File: src/hdl/bb3_pkg.sv
package bb3_pkg;

	localparam int MAX_WIDTH  = 1024;
	localparam int MAX_HEIGHT = 4096;
	localparam int COL_W      = $clog2(MAX_WIDTH);
	localparam int FW_W       = $clog2(MAX_WIDTH) + 1;
	localparam int FH_W       = $clog2(MAX_HEIGHT) + 1;
	localparam int ROW_W      = FH_W;
	localparam int PIX_W      = 24;
	localparam int CH_W       = 8;
	localparam int CSUM_W     = 10;
	localparam int SUM_W      = 12;
	localparam int WIN_COLS   = 3;

	localparam int CFG_IDX_W  = 2;
	localparam int CFG_DATA_W = FH_W;

	localparam logic [CFG_IDX_W-1:0] CFG_FRAME_WIDTH  = 2'd0;
	localparam logic [CFG_IDX_W-1:0] CFG_FRAME_HEIGHT = 2'd1;

	localparam logic [FW_W-1:0] RESET_WIDTH  = 11'd640;
	localparam logic [FH_W-1:0] RESET_HEIGHT = 13'd480;

	localparam logic [CH_W-1:0] ALPHA = 8'hFF;
	localparam logic [12:0] DIV9_MUL = 13'd7282;

	typedef logic [PIX_W-1:0] pix_t;

	typedef struct packed {
		logic        action;
		logic [31:0] pixel_in;
	} in_t;

	typedef struct packed {
		logic [31:0] pixel_out;
		logic        frame_end;
	} out_t;

	typedef struct packed {
		pix_t upper;
		pix_t middle;
		pix_t lower;
	} col_t;

	typedef struct packed {
		pix_t upper;
		pix_t middle;
	} entry_t;

	typedef struct packed {
		logic top;
		logic bot;
	} rows_t;

	typedef struct packed {
		logic [CSUM_W-1:0] r;
		logic [CSUM_W-1:0] g;
		logic [CSUM_W-1:0] b;
	} csum_t;

	function automatic logic [CH_W-1:0] div9(input logic [SUM_W-1:0] x);
		logic [24:0] p;
		p = 25'(x) * 25'(DIV9_MUL);
		return p[23:16];
	endfunction

endpackage

File: src/hdl/bb3_cell.sv
module bb3_cell (
	input  logic          clk,
	input  logic          arst_n,
	input  logic          shift,
	input  bb3_pkg::col_t col_in,
	input  bb3_pkg::rows_t rows,
	output bb3_pkg::col_t col,
	output bb3_pkg::csum_t csum
);

	bb3_pkg::col_t col_q;

	always_ff @(posedge clk or negedge arst_n) begin
		if (!arst_n) begin
			col_q <= '0;
		end else if (shift) begin
			col_q <= col_in;
		end
	end

	assign col = col_q;

	always_comb begin
		csum.r = (rows.top ? bb3_pkg::CSUM_W'(col_q.upper[23:16]) : '0)
			+ bb3_pkg::CSUM_W'(col_q.middle[23:16])
			+ (rows.bot ? bb3_pkg::CSUM_W'(col_q.lower[23:16]) : '0);
		csum.g = (rows.top ? bb3_pkg::CSUM_W'(col_q.upper[15:8]) : '0)
			+ bb3_pkg::CSUM_W'(col_q.middle[15:8])
			+ (rows.bot ? bb3_pkg::CSUM_W'(col_q.lower[15:8]) : '0);
		csum.b = (rows.top ? bb3_pkg::CSUM_W'(col_q.upper[7:0]) : '0)
			+ bb3_pkg::CSUM_W'(col_q.middle[7:0])
			+ (rows.bot ? bb3_pkg::CSUM_W'(col_q.lower[7:0]) : '0);
	end

endmodule

File: config.mk
export PLATFORM = sky130hd
export DESIGN_NAME = bb3_cell
export DESIGN_NICKNAME = d
export VERILOG_FILES = /design/src/hdl/bb3_pkg.sv /design/src/hdl/bb3_cell.sv
export SDC_FILE = /design/constraint.sdc
export NUM_CORES = 1
export LEC_CHECK = 0
export ABC_AREA = 1
export BUFFER_PORTS_ARGS = -buffer_cell sky130_fd_sc_hd__buf_4
export CAP_MARGIN = 15
export CORE_MARGIN = 1.5
export CORE_UTILIZATION = 41
export DETAILED_ROUTE_END_ITERATION = 8
export PLACE_DENSITY = 0.71
export SYNTH_ARGS = -nofsm -noshare
export SYNTH_HDL_FRONTEND = slang
export SYNTH_SLANG_ARGS = --single-unit
File: constraint.sdc
create_clock -name clk -period 2.9 [get_ports clk]
set_input_delay 0.29 -clock clk [delete_from_list [all_inputs] [get_ports clk]]
set_output_delay 0.29 -clock clk [all_outputs]
set_load 0.02 [all_outputs]
* Word level (Yosys, flattened, before mapping)
Index checks and enable logic that the tools add are counted.
Operators by class: add/subtract/negate cells 6, muxes and demuxes 6
Operator list (count):
- $mux W8 | 6
- $add A9 B8 Y10 | 3
- $add A8 B8 Y9 | 3
Storage, ports and cells: bits in registers 72, input port bits 77, output and inout port bits 102, logic and storage cells 15

* Longest topological paths before layout
Gate-level depths: netlist of run 1.
depth after elaboration 3, depth in mapped cells 20, depth with buffers taken out 19

* Worst setup path after synthesis of run 1
No wires, ideal clock.
kind register to output, start register col_q (netlist bit col[48]), end output csum[9] (netlist bit), arrival 2.569 ns, data required time 2.610 ns, path slack 0.041 ns, stages on the path, launching flop included 16, buffers on the path 0, cell sequence dfrtp_1 -> nand2_1 -> inv_1 -> ha_1 -> inv_1 -> fa_1 -> nand3b_1 -> nand2_1 -> nand2_1 -> nand4_1 -> nand2_1 -> ha_1 -> inv_1 -> o21bai_1 -> a21oi_1 -> a21oi_1
RTL lines:
- start, declared | line bb3_cell.sv:11 | bb3_pkg::col_t col_q;
- start signal, assigned | line bb3_cell.sv:17 | col_q <= col_in;
- end, declared | line bb3_cell.sv:8 | output bb3_pkg::csum_t csum

==> results.yml, run 1 <==
run_status:
  status: "finished, violations left"
  violations: "design-rule violations, negative setup slack"
worst_hold_path:
  worstHoldPathType: "input pin to async pin"
critical_path:
  critPathLaunchType: "register"
  critPathKind: "register to primary output"
  worst_r2r_path_depth: 3
  r2r-end: "col[48]"
  setup.worst_path.end_class: "primary output"
  timing.rr.start: "col[48]"
  cp.arrival_ns: 2.85
  r2r_setup_slack_ns: 1.89
  crit_required_ns: 2.61
  cp_max_fo: 4
cells_and_area:
  largest_reg_flops: 72
  area_delta_synth_final_pct: 42.80
  fillers: 969
  num-nets-final: 831
  drive_gt1_frac: 0.4490
  antenna_cells: 0
sta:
  setup_viol: 6
  hold_viol_final: 0
  skew_ns: 0
  setup-tns-final_ns: -1.062
  finalCritPeriodShare: 1.082
  layout_min_cycle_time_ns: 3.137
  slew_violations: 0
  max_clock_freq_ghz: 0.3188
  worst_slew_pin_slew_ns: 0.9294
  slew_headroom: 0.3804
  rsz0062_at_grt: "true"
  fin_ws_ns: -0.2371
clocking:
  cts_buffers: 9
  tritoncts: "yes"
  clk_latency_ns: 0.34
  cts_root_buf: "clkbuf_16"
  cts_max_path_buffers: 2
  cts.htree.levels: 3
  numClockSinks: 72
  clk_pin_slew_worst_paths_ns: 0.05
placed_design:
  dp_hpwl_mm: 9.878
  place_congestion: 0.8021
  portBuffers: 178
yosys:
  syn_area_mm2: 0.004900
  synth.most_common_cell: "nand2_1"
  synth-edff-count: 0
  synthArstFlopShare: 1.000
  yosys.area.top_type: "dfrtp_1"
  synth_area_leaders: "dfrtp_1 37%, mux2_4 12%, nand2_1 11%"
  yosysUniqueCellTypes: 23
  synth_common_cells: "138 x nand2_1, 81 x inv_1, 72 x dfrtp_1"
  ys_seq_area_frac: 0.3677
  ys_seq_elements: 72
  synth_top_area_share: 0.3677
  synth_area_per_cell_um2: 9.664
  synth_ff_type: "dfrtp_1"
  synth_cells: 507
  synth_fp_nets: 634
  ys_warn_count: 0
route:
  drt-total-wl_mm: 13.02
  drc: 10
  routed-wl-met2_mm: 6.441
  dr.pass1.iters: 8
  wl_per_cell_um: 15.33
  viasPerCell: 4.945
  wl_met1_mm: 5.417
  top_layer_used: "met4"
  drt_iter0_markers: 200
  vias: 4198
  ant_nets: 0
  wl_met3_um: 801
floorplan:
  ios: 179
  start_util: 0.4255
  die_y_um: 112.3
  num_rows: 39
  core-area_mm2: 0.01152
  die_area_mm2: 0.01262
  die_w_um: 112.3
global_routing:
  grt_pass1_wl_mm: 21.25
  grt_pass1_vias: 4391
  grt_start_max_net_pins: 73
  antenna_found_initial: 0
  grt_use_total: 0.2116
  grt-ovfl-total: 0
pwr:
  vdd_ir_drop_max_mv: 0.4042
  finalPower_mw: 4.473
  leakagePower_nw: 3.912
  power_density_mw_per_mm2: 639.2
run:
  maxCapViolations: 0
## what timing repair did
item,in CTS,in global routing
setup buffers,5,4
gates resized for setup,19,32
hold buffers,0,0
pin swaps,9,21
cloned,0,0
endpoints found under the setup margin,7,15
## metrics by stage
| stage | setup slack, ns | area, um^2 | instances | utilization | hold WS, ns |
|---|---|---|---|---|---|
| 3_3_place_gp | 0.01409 | 6417 | 827 | 0.5573 | 0.4780 |
| 3_5_place_dp | -0.01750 | 6417 | 827 | 0.5573 | 0.4938 |
| 6_report | -0.2371 | 6997 | 849 | 0.6076 | 0.09899 |
| 2_1_floorplan | 0.04103 | 4900 | 507 | - | -0.005591 |
| 5_1_grt | -0.4136 | 6997 | 849 | 0.6076 | 0.1713 |
| 4_1_cts | -0.1859 | 6825 | 845 | 0.5927 | 0.1393 |
## logic make-up after synthesis
| logic type | after synthesis | synth area share |
|---|---|---|
| simple gates | 184 | 0.1502 |
| buf+inv | 93 | 0.08095 |
| flops | 72 | 0.3677 |
| mux | 69 | 0.1892 |
| fa+ha+maj | 50 | 0.1583 |
| compound gates | 26 | 0.03039 |
| xor+xnor | 13 | 0.02324 |
## routing by layer
| metal | global-route usage | vias up |
|---|---|---|
| met1 | 0.2600 | 2007 |
| met4 | 0.07764 | 0 |
| met3 | 0.04860 | 31 |
| met5 | 0 | - |
| met2 | 0.3648 | 146 |
| li1 | - | 2014 |
## cells in the final DEF, fill, tap and decap left out, drive strengths merged
cell type  count
a21o           3
a21oi         16
buf          198
bufinv         1
clkbuf        12
dfrtp         72
fa            20
ha            30
inv           81
mux2          69
nand2        138
nand3         24
nand3b         2
nand4          3
nor2          17
o211ai         1
o21ai          3
o21bai         2
o221ai         1
xnor2          2
xor2          11
## power by group
group | switching (mW) | leakage [nW] | internal (mW)
combinational | 1.19 | 2.93 | 0.992
sequential | 0.100 | 0.843 | 1.11
clock | 0.406 | 0.135 | 0.676
## how the worst max path moves through the flow
| stage | startpoint | endpoint | slack, ns | cells past startpoint |
|---|---|---|---|---|
| 2_1_floorplan | col[48] | csum[9] | 0.04 | 15 |
| 3_3_place_gp | rows[1] | csum[8] | 0.01 | 20 |
| 3_5_place_dp | rows[1] | csum[8] | -0.02 | 20 |
| 4_1_cts | col[48] | csum[7] | -0.19 | 16 |
| 5_1_grt | col[48] | csum[8] | -0.41 | 17 |
| 6_report | col[48] | csum[8] | -0.24 | 17 |
## area by class of cell
class | count | area, um^2 | area share
Multi-Input combinational cell | 342 | 2925 | 0.4181
Sequential cell | 72 | 1802 | 0.2575
Timing Repair Buffer | 198 | 1510 | 0.2158
Inverter | 81 | 304.0 | 0.04345
Clock buffer | 12 | 246.5 | 0.03523
Tap cell | 143 | 178.9 | 0.02557
Clock inverter | 1 | 30.03 | 0.004292
## critical path, cell delays in order, from the launching register on
cell      delay, ns
dfrtp_1        0.35
nand2_1        0.06
inv_1          0.05
ha_2           0.17
inv_2          0.04
fa_2           0.35
nand3b_1       0.18
nand2_2        0.13
xor2_2         0.23
ha_4           0.27
buf_4          0.14
nand2_4        0.07
nor2_4         0.05
nand2_1        0.05
nand3_1        0.07
nand2_1        0.08
nand2_1        0.07
buf_6          0.13
Note: power is estimated with default switching activity, not from simulation.
==> run 2: changes to the inputs <==
--- a/config.mk
+++ b/config.mk
@@ -10,3 +10,3 @@
 export CAP_MARGIN = 15
-export CORE_MARGIN = 1.5
+export CORE_MARGIN = 2
 export CORE_UTILIZATION = 41
@@ -14,2 +14,3 @@
 export PLACE_DENSITY = 0.71
+export RECOVER_POWER = 25
 export SYNTH_ARGS = -nofsm -noshare
==> constraint.sdc (replaced) <==
create_clock -name clk -period 2.9 [get_ports clk]
set_input_delay 0.435 -clock clk [delete_from_list [all_inputs] [get_ports clk]]
set_output_delay 0.435 -clock clk [all_outputs]
set_load 0.02 [all_outputs]
==> run 2 against run 1 <==
Effect of this change: the flow finishes with violations (max-capacitance violations, max-slew violations, negative setup slack); clock skew is the same; combinational power grew 11%; global-route usage shrank 0.70 points; final cell count grew 3.4%; sequential power is essentially flat; utilization grew 3.5 points; clock-buffer cell count shrank 1; critical path type unchanged; largest cell class unchanged; largest power group unchanged.
==> results.yml, run 2 (same netlist as run 1, synthesis figures left out) <==
run_status:
  status: "finished, violations left"
  violations: "max-capacitance violations, max-slew violations, negative setup slack"
clocking:
  tritoncts: "yes"
  cts_root_buf: "clkbuf_16"
  clk_pin_slew_worst_paths_ns: 0.06
  cts.htree.levels: 3
  clk_latency_ns: 0.34
  cts_max_path_buffers: 2
  numClockSinks: 72
  cts_buffers: 9
route:
  dr.pass1.iters: 6
  drt-total-wl_mm: 13.49
  drc: 0
  viasPerCell: 4.896
  vias: 4299
  drt_iter0_markers: 191
  wl_per_cell_um: 15.36
  ant_nets: 0
floorplan:
  start_util: 0.4237
  die_w_um: 113.3
  core-area_mm2: 0.01156
  ios: 179
  num_rows: 39
  die_area_mm2: 0.01284
  die_y_um: 113.3
critical_path:
  critPathLaunchType: "register"
  r2r_setup_slack_ns: 1.89
  critPathKind: "register to primary output"
  crit_required_ns: 2.47
  cp_max_fo: 4
  cp.arrival_ns: 2.79
  setup.worst_path.end_class: "primary output"
global_routing:
  grt_pass1_wl_mm: 20.84
  grt_start_max_net_pins: 73
  grt-ovfl-total: 0
  antenna_found_initial: 0
  grt_use_total: 0.2046
  grt_pass1_vias: 4374
cells_and_area:
  drive_gt1_frac: 0.5224
  area_delta_synth_final_pct: 51.61
  final_cell_mix: "199 x buf_4, 111 x nand2_1, 74 x inv_1"
  largest_reg_flops: 72
  fillers: 942
  num-nets-final: 857
  layout_commonest_cell: "buf_4"
  antenna_cells: 0
sta:
  hold_viol_final: 0
  holdWs_ns: 0.3130
  finalCritPeriodShare: 1.113
  rsz0062_at_grt: "true"
  slew_violations: 104
  setup-tns-final_ns: -1.875
  slew_headroom: -0.4591
  setup_viol: 10
  fin_ws_ns: -0.3265
  skew_ns: 0
  layout_min_cycle_time_ns: 3.226
  worst_slew_pin_slew_ns: 2.189
  max_clock_freq_ghz: 0.3099
placed_design:
  dp_hpwl_mm: 9.679
  place_congestion: 0.8281
  portBuffers: 178
  place_ws_ns: -0.2701
worst_hold_path:
  worstHoldPathType: "input pin to register"
run:
  maxCapViolations: 2
pwr:
  finalPower_mw: 4.740
  leakagePower_nw: 4.070
  vdd_ir_drop_max_mv: 0.5385
  power_density_mw_per_mm2: 638.1
run 2: metal layers:
| layer | track usage | up-vias | part of all wire |
|---|---|---|---|
| li1 | - | 2066 | - |
| met1 | 0.2495 | 2097 | 0.41 |
| met2 | 0.3481 | 116 | 0.52 |
| met3 | 0.05838 | 20 | 0.053 |
| met4 | 0.06992 | 0 | 0.018 |
| met5 | 0 | - | 0 |
run 2: worst paths after layout:
check | cells after the start | from | endpoint
min in group asynchronous | 1 | arst_n | col[63]
worst min-delay path | 2 | col_in[45] | col[45]
worst max-delay path | 17 | col[48] | csum[8]
max in group asynchronous | 1 | arst_n | col[48]
worst min register to register | 1 | col[63] | col[63]
worst max register to register | 3 | col[17] | col[17]
run 2: repair_timing:
item,CTS,global route
pin swaps,17,39
setup endpoints to repair,14,20
resized for setup,37,76
hold buffers,0,0
setup buffers,10,9
run 2: power by group:
group	internal, mW	total [mW]	switching (mW)
Sequential	1.11	1.20	0.0981
Combinational	1.14	2.41	1.27
Clock	0.688	1.12	0.435
Total	2.93	4.74	1.81
run 2: layout make-up:
class | count | area [um^2] | area share
repair buffers | 224 | 1774 | 0.2388
clock inverters | 5 | 56.30 | 0.007580
well taps | 143 | 178.9 | 0.02409
multi-input cells | 342 | 3069 | 0.4132
inverters | 81 | 304.0 | 0.04093
clock buffers | 11 | 242.7 | 0.03268
flip-flops and latches | 72 | 1803 | 0.2427
run 2: stage by stage:
step / util / instance area (um^2) / cells
2_1_floorplan: - / 4912 / 507
3_3_place_gp: 0.5670 / 6558 / 844
3_5_place_dp: 0.5670 / 6558 / 844
4_1_cts: 0.6129 / 7088 / 870
5_1_grt: 0.6423 / 7428 / 878
6_report: 0.6423 / 7428 / 878
run 2: critical path, stage by stage (launching register included):
cell      delay (ns)
dfrtp_2         0.35
nand2_1         0.05
inv_1           0.05
ha_2            0.17
inv_2           0.04
fa_2            0.34
nand3b_1        0.17
nand2_2         0.11
xor2_1          0.08
ha_1            0.36
buf_6           0.14
nand2_4         0.06
nor2_2          0.14
nand2_1         0.07
nand3_1         0.07
nand2_1         0.05
nand2_1         0.09
buf_6           0.12
